<file path="src/hdl/sdt1rx_pkg.sv">
// Package for the DT1 system-exclusive receive parser.
// Holds field widths, parse step codes, header bytes and the value length rule.
// No dependencies.
package sdt1rx_pkg;

    localparam int BYTE_W  = 8;
    localparam int SUM_W   = 7;
    localparam int ADDR_W  = 31;
    localparam int VALUE_W = 15;
    localparam int STEP_W  = 4;

    typedef logic [STEP_W-1:0]  t_step;
    typedef logic [BYTE_W-1:0]  t_byte;
    typedef logic [ADDR_W-1:0]  t_addr;
    typedef logic [VALUE_W-1:0] t_value;
    typedef logic [SUM_W-1:0]   t_sum;

    localparam t_step STEP_IDLE     = 4'd0;
    localparam t_step STEP_HDR_END  = 4'd6;
    localparam t_step STEP_ADDR_END = 4'd10;

    localparam t_byte REALTIME_MIN = 8'hF8;

    localparam t_addr LEN_MASK      = 31'h7FFF_F8FF;
    localparam t_addr LEN_BLOCK     = 31'h0040_0000;
    localparam t_addr REMAP_FROM    = 31'h0040_0000;
    localparam t_addr REMAP_TO      = 31'h0040_4000;

    function automatic t_byte hdr_byte(input logic [2:0] idx);
        t_byte b;
        b = 8'h00;
        unique case (idx)
            3'd0: b = 8'hF0;
            3'd1: b = 8'h41;
            3'd2: b = 8'h10;
            3'd3: b = 8'h00;
            3'd4: b = 8'h11;
            3'd5: b = 8'h12;
            default: b = 8'h00;
        endcase
        return b;
    endfunction

    // Step code of the checksum byte for a given address.
    function automatic t_step checksum_step(input t_addr addr);
        logic two;
        two = ((addr & LEN_MASK) == LEN_BLOCK) && (addr[10:8] != 3'd0);
        return two ? STEP_ADDR_END + 4'd2 : STEP_ADDR_END + 4'd1;
    endfunction

endpackage

</file>
<file path="src/hdl/sysex_dt1_receive_parser_unit.sv">
// Top level of the DT1 system-exclusive receive parser.
// A result is presented in the cycle after the transfer of its checksum byte.
// Throughput: one byte per cycle, except that while
// a result waits on a stalled output, no further byte is taken from the input buffer.
// Reset (synchronous, active low) returns the parser to idle and empties both
// the input buffer and the result register.
// Depends on sdt1rx_pkg and sdt1rx_in_buf.
module sysex_dt1_receive_parser_unit (
    input  logic                  i_clk,
    input  logic                  i_rst_n,
    input  logic                  i_in_valid,
    output logic                  o_in_stall,
    input  sdt1rx_pkg::t_byte     i_in_byte,
    output logic                  o_out_valid,
    input  logic                  i_out_stall,
    output sdt1rx_pkg::t_addr     o_param_address,
    output sdt1rx_pkg::t_value    o_param_value
);

    logic                buf_valid;
    sdt1rx_pkg::t_byte   buf_byte;
    logic                take;
    logic                out_free;

    sdt1rx_pkg::t_step   r_step;
    sdt1rx_pkg::t_step   n_step;
    sdt1rx_pkg::t_addr   r_addr;
    sdt1rx_pkg::t_addr   n_addr;
    sdt1rx_pkg::t_value  r_value;
    sdt1rx_pkg::t_value  n_value;
    sdt1rx_pkg::t_sum    r_sum;
    sdt1rx_pkg::t_sum    n_sum;
    sdt1rx_pkg::t_step   cks_step;
    logic                hit;
    sdt1rx_pkg::t_addr   hit_addr;

    logic                r_out_valid;
    sdt1rx_pkg::t_addr   r_out_addr;
    sdt1rx_pkg::t_value  r_out_value;

    sdt1rx_in_buf u_in_buf (
        .i_clk       (i_clk),
        .i_rst_n     (i_rst_n),
        .i_in_valid  (i_in_valid),
        .i_in_byte   (i_in_byte),
        .o_in_stall  (o_in_stall),
        .o_buf_valid (buf_valid),
        .o_buf_byte  (buf_byte),
        .i_buf_take  (take)
    );

    assign out_free = !r_out_valid || !i_out_stall;
    assign take     = buf_valid && out_free;
    assign cks_step = sdt1rx_pkg::checksum_step(r_addr);
    assign hit_addr = (r_addr == sdt1rx_pkg::REMAP_FROM) ? sdt1rx_pkg::REMAP_TO : r_addr;

    always_comb begin
        n_step  = r_step;
        n_addr  = r_addr;
        n_value = r_value;
        n_sum   = r_sum;
        hit     = 1'b0;
        priority if (buf_byte >= sdt1rx_pkg::REALTIME_MIN) begin
            n_step = r_step;
        end else if (r_step < sdt1rx_pkg::STEP_HDR_END) begin
            n_step  = (buf_byte == sdt1rx_pkg::hdr_byte(r_step[2:0]))
                      ? r_step + 4'd1 : sdt1rx_pkg::STEP_IDLE;
            n_addr  = '0;
            n_value = '0;
            n_sum   = '0;
        end else if (r_step < sdt1rx_pkg::STEP_ADDR_END) begin
            n_step = buf_byte[7] ? sdt1rx_pkg::STEP_IDLE : r_step + 4'd1;
            n_addr = {r_addr[sdt1rx_pkg::ADDR_W-9:0], buf_byte};
            n_sum  = r_sum - buf_byte[6:0];
        end else if (r_step < cks_step) begin
            n_step  = buf_byte[7] ? sdt1rx_pkg::STEP_IDLE : r_step + 4'd1;
            n_value = {r_value[sdt1rx_pkg::VALUE_W-9:0], buf_byte};
            n_sum   = r_sum - buf_byte[6:0];
        end else if (r_step == cks_step) begin
            hit    = (buf_byte == {1'b0, r_sum});
            n_step = sdt1rx_pkg::STEP_IDLE;
        end else begin
            n_step = sdt1rx_pkg::STEP_IDLE;
        end
    end

    always_ff @(posedge i_clk) begin
        if (!i_rst_n) begin
            r_step      <= sdt1rx_pkg::STEP_IDLE;
            r_addr      <= '0;
            r_value     <= '0;
            r_sum       <= '0;
            r_out_valid <= 1'b0;
        end else begin
            if (take) begin
                r_step      <= n_step;
                r_addr      <= n_addr;
                r_value     <= n_value;
                r_sum       <= n_sum;
                r_out_valid <= hit;
            end else if (!i_out_stall) begin
                r_out_valid <= 1'b0;
            end
        end
    end

    always_ff @(posedge i_clk) begin
        if (take && hit) begin
            r_out_addr  <= hit_addr;
            r_out_value <= r_value;
        end
    end

    assign o_out_valid     = r_out_valid;
    assign o_param_address = r_out_addr;
    assign o_param_value   = r_out_value;

endmodule

</file>
<file path="src/hdl/sdt1rx_in_buf.sv">
// Two-entry input buffer for the DT1 receive parser.
// Registers the incoming byte and holds one spare so the stall output is a flop.
// Depends on sdt1rx_pkg.
module sdt1rx_in_buf (
    input  logic                 i_clk,
    input  logic                 i_rst_n,
    input  logic                 i_in_valid,
    input  sdt1rx_pkg::t_byte    i_in_byte,
    output logic                 o_in_stall,
    output logic                 o_buf_valid,
    output sdt1rx_pkg::t_byte    o_buf_byte,
    input  logic                 i_buf_take
);

    logic              r_main_valid;
    logic              r_skid_valid;
    sdt1rx_pkg::t_byte r_main_byte;
    sdt1rx_pkg::t_byte r_skid_byte;
    logic              accept;

    assign o_in_stall  = r_skid_valid;
    assign accept      = i_in_valid && !r_skid_valid;
    assign o_buf_valid = r_main_valid;
    assign o_buf_byte  = r_main_byte;

    always_ff @(posedge i_clk) begin
        if (!i_rst_n) begin
            r_main_valid <= 1'b0;
            r_skid_valid <= 1'b0;
        end else begin
            if (i_buf_take || !r_main_valid) begin
                if (r_skid_valid) begin
                    r_main_valid <= 1'b1;
                    r_skid_valid <= accept;
                end else begin
                    r_main_valid <= accept;
                end
            end else if (accept) begin
                r_skid_valid <= 1'b1;
            end
        end
    end

    always_ff @(posedge i_clk) begin
        if (i_buf_take || !r_main_valid) begin
            if (r_skid_valid) begin
                r_main_byte <= r_skid_byte;
                if (accept) begin
                    r_skid_byte <= i_in_byte;
                end
            end else if (accept) begin
                r_main_byte <= i_in_byte;
            end
        end else if (accept) begin
            r_skid_byte <= i_in_byte;
        end
    end

endmodule

</file>
<file path="config.mk">
export PLATFORM = sky130hd
export DESIGN_NAME = sysex_dt1_receive_parser_unit
export DESIGN_NICKNAME = d
export VERILOG_FILES = /design/src/hdl/sdt1rx_pkg.sv /design/src/hdl/sysex_dt1_receive_parser_unit.sv /design/src/hdl/sdt1rx_in_buf.sv
export SDC_FILE = /design/constraint.sdc
export NUM_CORES = 1
export LEC_CHECK = 0
export BUFFER_PORTS_ARGS = -buffer_cell sky130_fd_sc_hd__buf_2
export CORE_MARGIN = 2
export CORE_UTILIZATION = 47
export DETAILED_ROUTE_END_ITERATION = 16
export GPL_TIMING_DRIVEN = 0
export PLACE_DENSITY = 0.74
export SYNTH_ARGS = -nofsm -noshare
export SYNTH_HDL_FRONTEND = slang
export SYNTH_SLANG_ARGS = --single-unit
</file>
<file path="constraint.sdc">
create_clock -name i_clk -period 4.1 [get_ports i_clk]
set_clock_uncertainty 0.2 [all_clocks]
set_input_delay 0.82 -clock i_clk [delete_from_list [all_inputs] [get_ports i_clk]]
set_output_delay 0.82 -clock i_clk [all_outputs]
set_load 0.02 [all_outputs]
</file>
==> results.py <==
metrics = {
    "run_status": {
        "outcome": "finished, final reports clean",
    },
    "floorplanning": {
        "initial_core_util": 0.487,
        "dieArea_um2": 11600,
        "core_um2": 10400,
        "fp.dieW_um": 108,
        "ios": 60,
        "rows": 37,
        "die_y_um": 108,
    },
    "synthesis": {
        "synthFlopType": "edfxtp_1",
        "postSynth.asyncResetShare": 0,
        "synth_fp_nets": 510,
        "synth.area.top_cells": "edfxtp_1 (37%), dfxtp_1 (24%), a21oi_1 (5.9%)",
        "ys_warn_count": 0,
        "synth_seq_cells": 122,
        "synth_edf_count": 62,
        "yosysTopAreaCellShare": 0.367,
        "postSynthAreaPerCell_um2": 10.5,
        "yosysMostFrequentCell": "edfxtp_1",
        "ys_seq_area_frac": 0.603,
        "yosys-top-cells-count": "edfxtp_1 (62), a21oi_1 (60), dfxtp_1 (60), nand2_1 (45), nand3_1 (44)",
        "syn-instance-count": 485,
        "synth_area_leader_cell": "edfxtp_1",
        "yosysUniqueCellTypes": 47,
        "syn_area_um2": 5080,
    },
    "place": {
        "dp_slack_ns": 0.286,
        "routabilityCongestion": 0.955,
        "io_buffer_count": 58,
        "dp_hpwl_mm": 7.62,
    },
    "global_routing": {
        "grt_pass1_vias": 3884,
        "overflow": 0,
        "gr-usage-all-layers": 0.212,
        "antenna_found_initial": 0,
        "grt_pass1_wl_mm": 18.8,
        "grt_max_degree": 47,
    },
    "worst_setup_path": {
        "cp-end-kind": "flop",
        "cp_max_fo": 46,
        "path_class": "flop to flop",
        "cp_data_required_time_ns": 4.04,
        "startpoint_type": "flop",
        "worst_ep_arrival_time_ns": 3.63,
    },
    "sta": {
        "fin_setup_tns_ns": 0,
        "grt_setup_unrepaired": "no",
        "period_share": 0.899,
        "fmax_ghz": 0.271,
        "worstMarginPinSlew_ns": 1.02,
        "hold_viol": 0,
        "period_needed_ns": 3.68,
        "final-max-slew-violation-count": 0,
        "setup_slack_ns": 0.415,
        "setup_viol": 0,
        "relSlewSlack": 0.317,
    },
    "clocking": {
        "clkTransAtPathRegs_ns": 0.06,
        "cts_hold_buf": 0,
        "clk_root_buffer_cell": "clkbuf_8",
        "cts.sinks": 122,
        "cts_max_level": 4,
        "cts_tree": "built",
        "cts_setup_buffers": 0,
        "cts_buffers": 17,
        "clk_latency_ns": 0.52,
        "cts_resized": 0,
        "clk_path_buf_depth": 2,
    },
    "final_layout": {
        "nFillCells": 861,
        "drive_gt1_frac": 0.207,
        "nets": 587,
        "antennaDiodeCount": 0,
        "syn_to_final_growth_pct": 21.0,
        "fin_util": 0.590,
    },
    "routing": {
        "ant_nets": 0,
        "vias_per_cell": 5.65,
        "vias": 4019,
        "drc": 0,
        "wl_mm": 11.7,
        "avgRoutedWirePerCell_um": 16.5,
        "firstDrtPassIters": 7,
        "drtIter0Drc": 396,
    },
    "flow_run": {
        "maxCapViolCount": 0,
    },
    "power_and_ir_drop": {
        "p_leak_nw": 2.41,
        "power_density_nw_per_um2": 476,
        "ir_worst_vdd_uv": 377,
    },
    "hold_path": {
        "hold_class": "flop to flop",
    },
}
## worst paths after layout
check	start	end	slack [ns]	depth (start not counted)
worst max-delay path	r_addr[11]	o_param_value[7]	0.42	8
worst min-delay path	r_value[8]	o_param_value[8]	0.23	0
worst max register to register	r_addr[11]	o_param_value[7]	0.42	8
worst min register to register	r_value[8]	o_param_value[8]	0.23	0
## cells by family after synthesis
kind of cell / share of synthesized area
simple gates: 0.150
xor+xnor: 0.00863
fa+ha+maj: 0.0335
mux: 0.0217
compound gates: 0.121
buf+inv: 0.0616
flops: 0.603
## report_power, final
part	internal, mW	total [mW]	switching, mW
registers	1.28	1.29	0.0117
clock network	0.956	1.53	0.577
logic	0.0314	0.0970	0.0656
total	2.27	2.92	0.654
## critical path, stage by stage (launching register included)
cell and delay (ns):
dfxtp_1 0.34, nor4_1 0.37, nand4_1 0.18, or3_1 0.49, ha_1 0.35, o21ai_1 0.08, a211oi_1 0.45, nand3_1 0.24
clkinv_2 0.56
## layer usage
metal  GRT usage  part of all wire  up-vias
li1            -                 -     1901
met1       0.268              0.43     1914
met2       0.332              0.47      173
met3      0.0684             0.075       31
met4      0.0943             0.024        0
met5           0                 0        -
## layout make-up
cell class | count | area, um2 | share of cell area
tap | 136 | 170 | 0.0277
sequential | 122 | 3060 | 0.498
clock buffer | 18 | 428 | 0.0696
clock inverter | 14 | 179 | 0.0291
timing repair buffer | 58 | 290 | 0.0472
inverter | 14 | 53.8 | 0.00876
multi-input combinational | 288 | 1700 | 0.277
buffer | 61 | 260 | 0.0424
## metrics by stage
| step | power (mW) | cell area [um2] | hold WS [ns] | instances |
|---|---|---|---|---|
| 2_1_floorplan | 1.38 | 5080 | 0.202 | 485 |
| 3_3_place_gp | 1.41 | 5540 | 0.212 | 679 |
| 3_5_place_dp | 1.41 | 5540 | 0.212 | 679 |
| 4_1_cts | 2.92 | 6140 | 0.225 | 711 |
| 5_1_grt | 2.98 | 6140 | 0.236 | 711 |
| 6_report | 2.92 | 6140 | 0.226 | 711 |
## sequential cells by signal (all words and copies together), names as in the netlist
name,flops
r_value,15
u_in_buf.o_buf_valid,1
u_in_buf.r_skid_byte,8
r_addr,31
r_step,4
u_in_buf.o_buf_byte,8
o_out_valid,1
o_param_address,31
o_param_value,15
r_sum,7
u_in_buf.o_in_stall,1
## placed cells by master, fill, tap and decap left out, types with 7 or more instances in the layout
cell | synthesis | final
nor4_1 | 7 | 7
dfxtp_1 | 60 | 60
nor2_1 | 9 | 9
nor3_1 | 8 | 8
inv_6 | 0 | 7
clkbuf_16 | 0 | 16
ha_1 | 12 | 12
nand4_1 | 20 | 20
inv_1 | 14 | 13
nand3_1 | 44 | 44
a21oi_1 | 60 | 60
o21ai_0 | 13 | 13
mux2_2 | 8 | 8
o21ai_1 | 7 | 7
nand2_1 | 45 | 45
edfxtp_1 | 62 | 62
clkbuf_1 | 38 | 38
buf_2 | 16 | 74
Note: power is estimated with default switching activity, not from simulation.
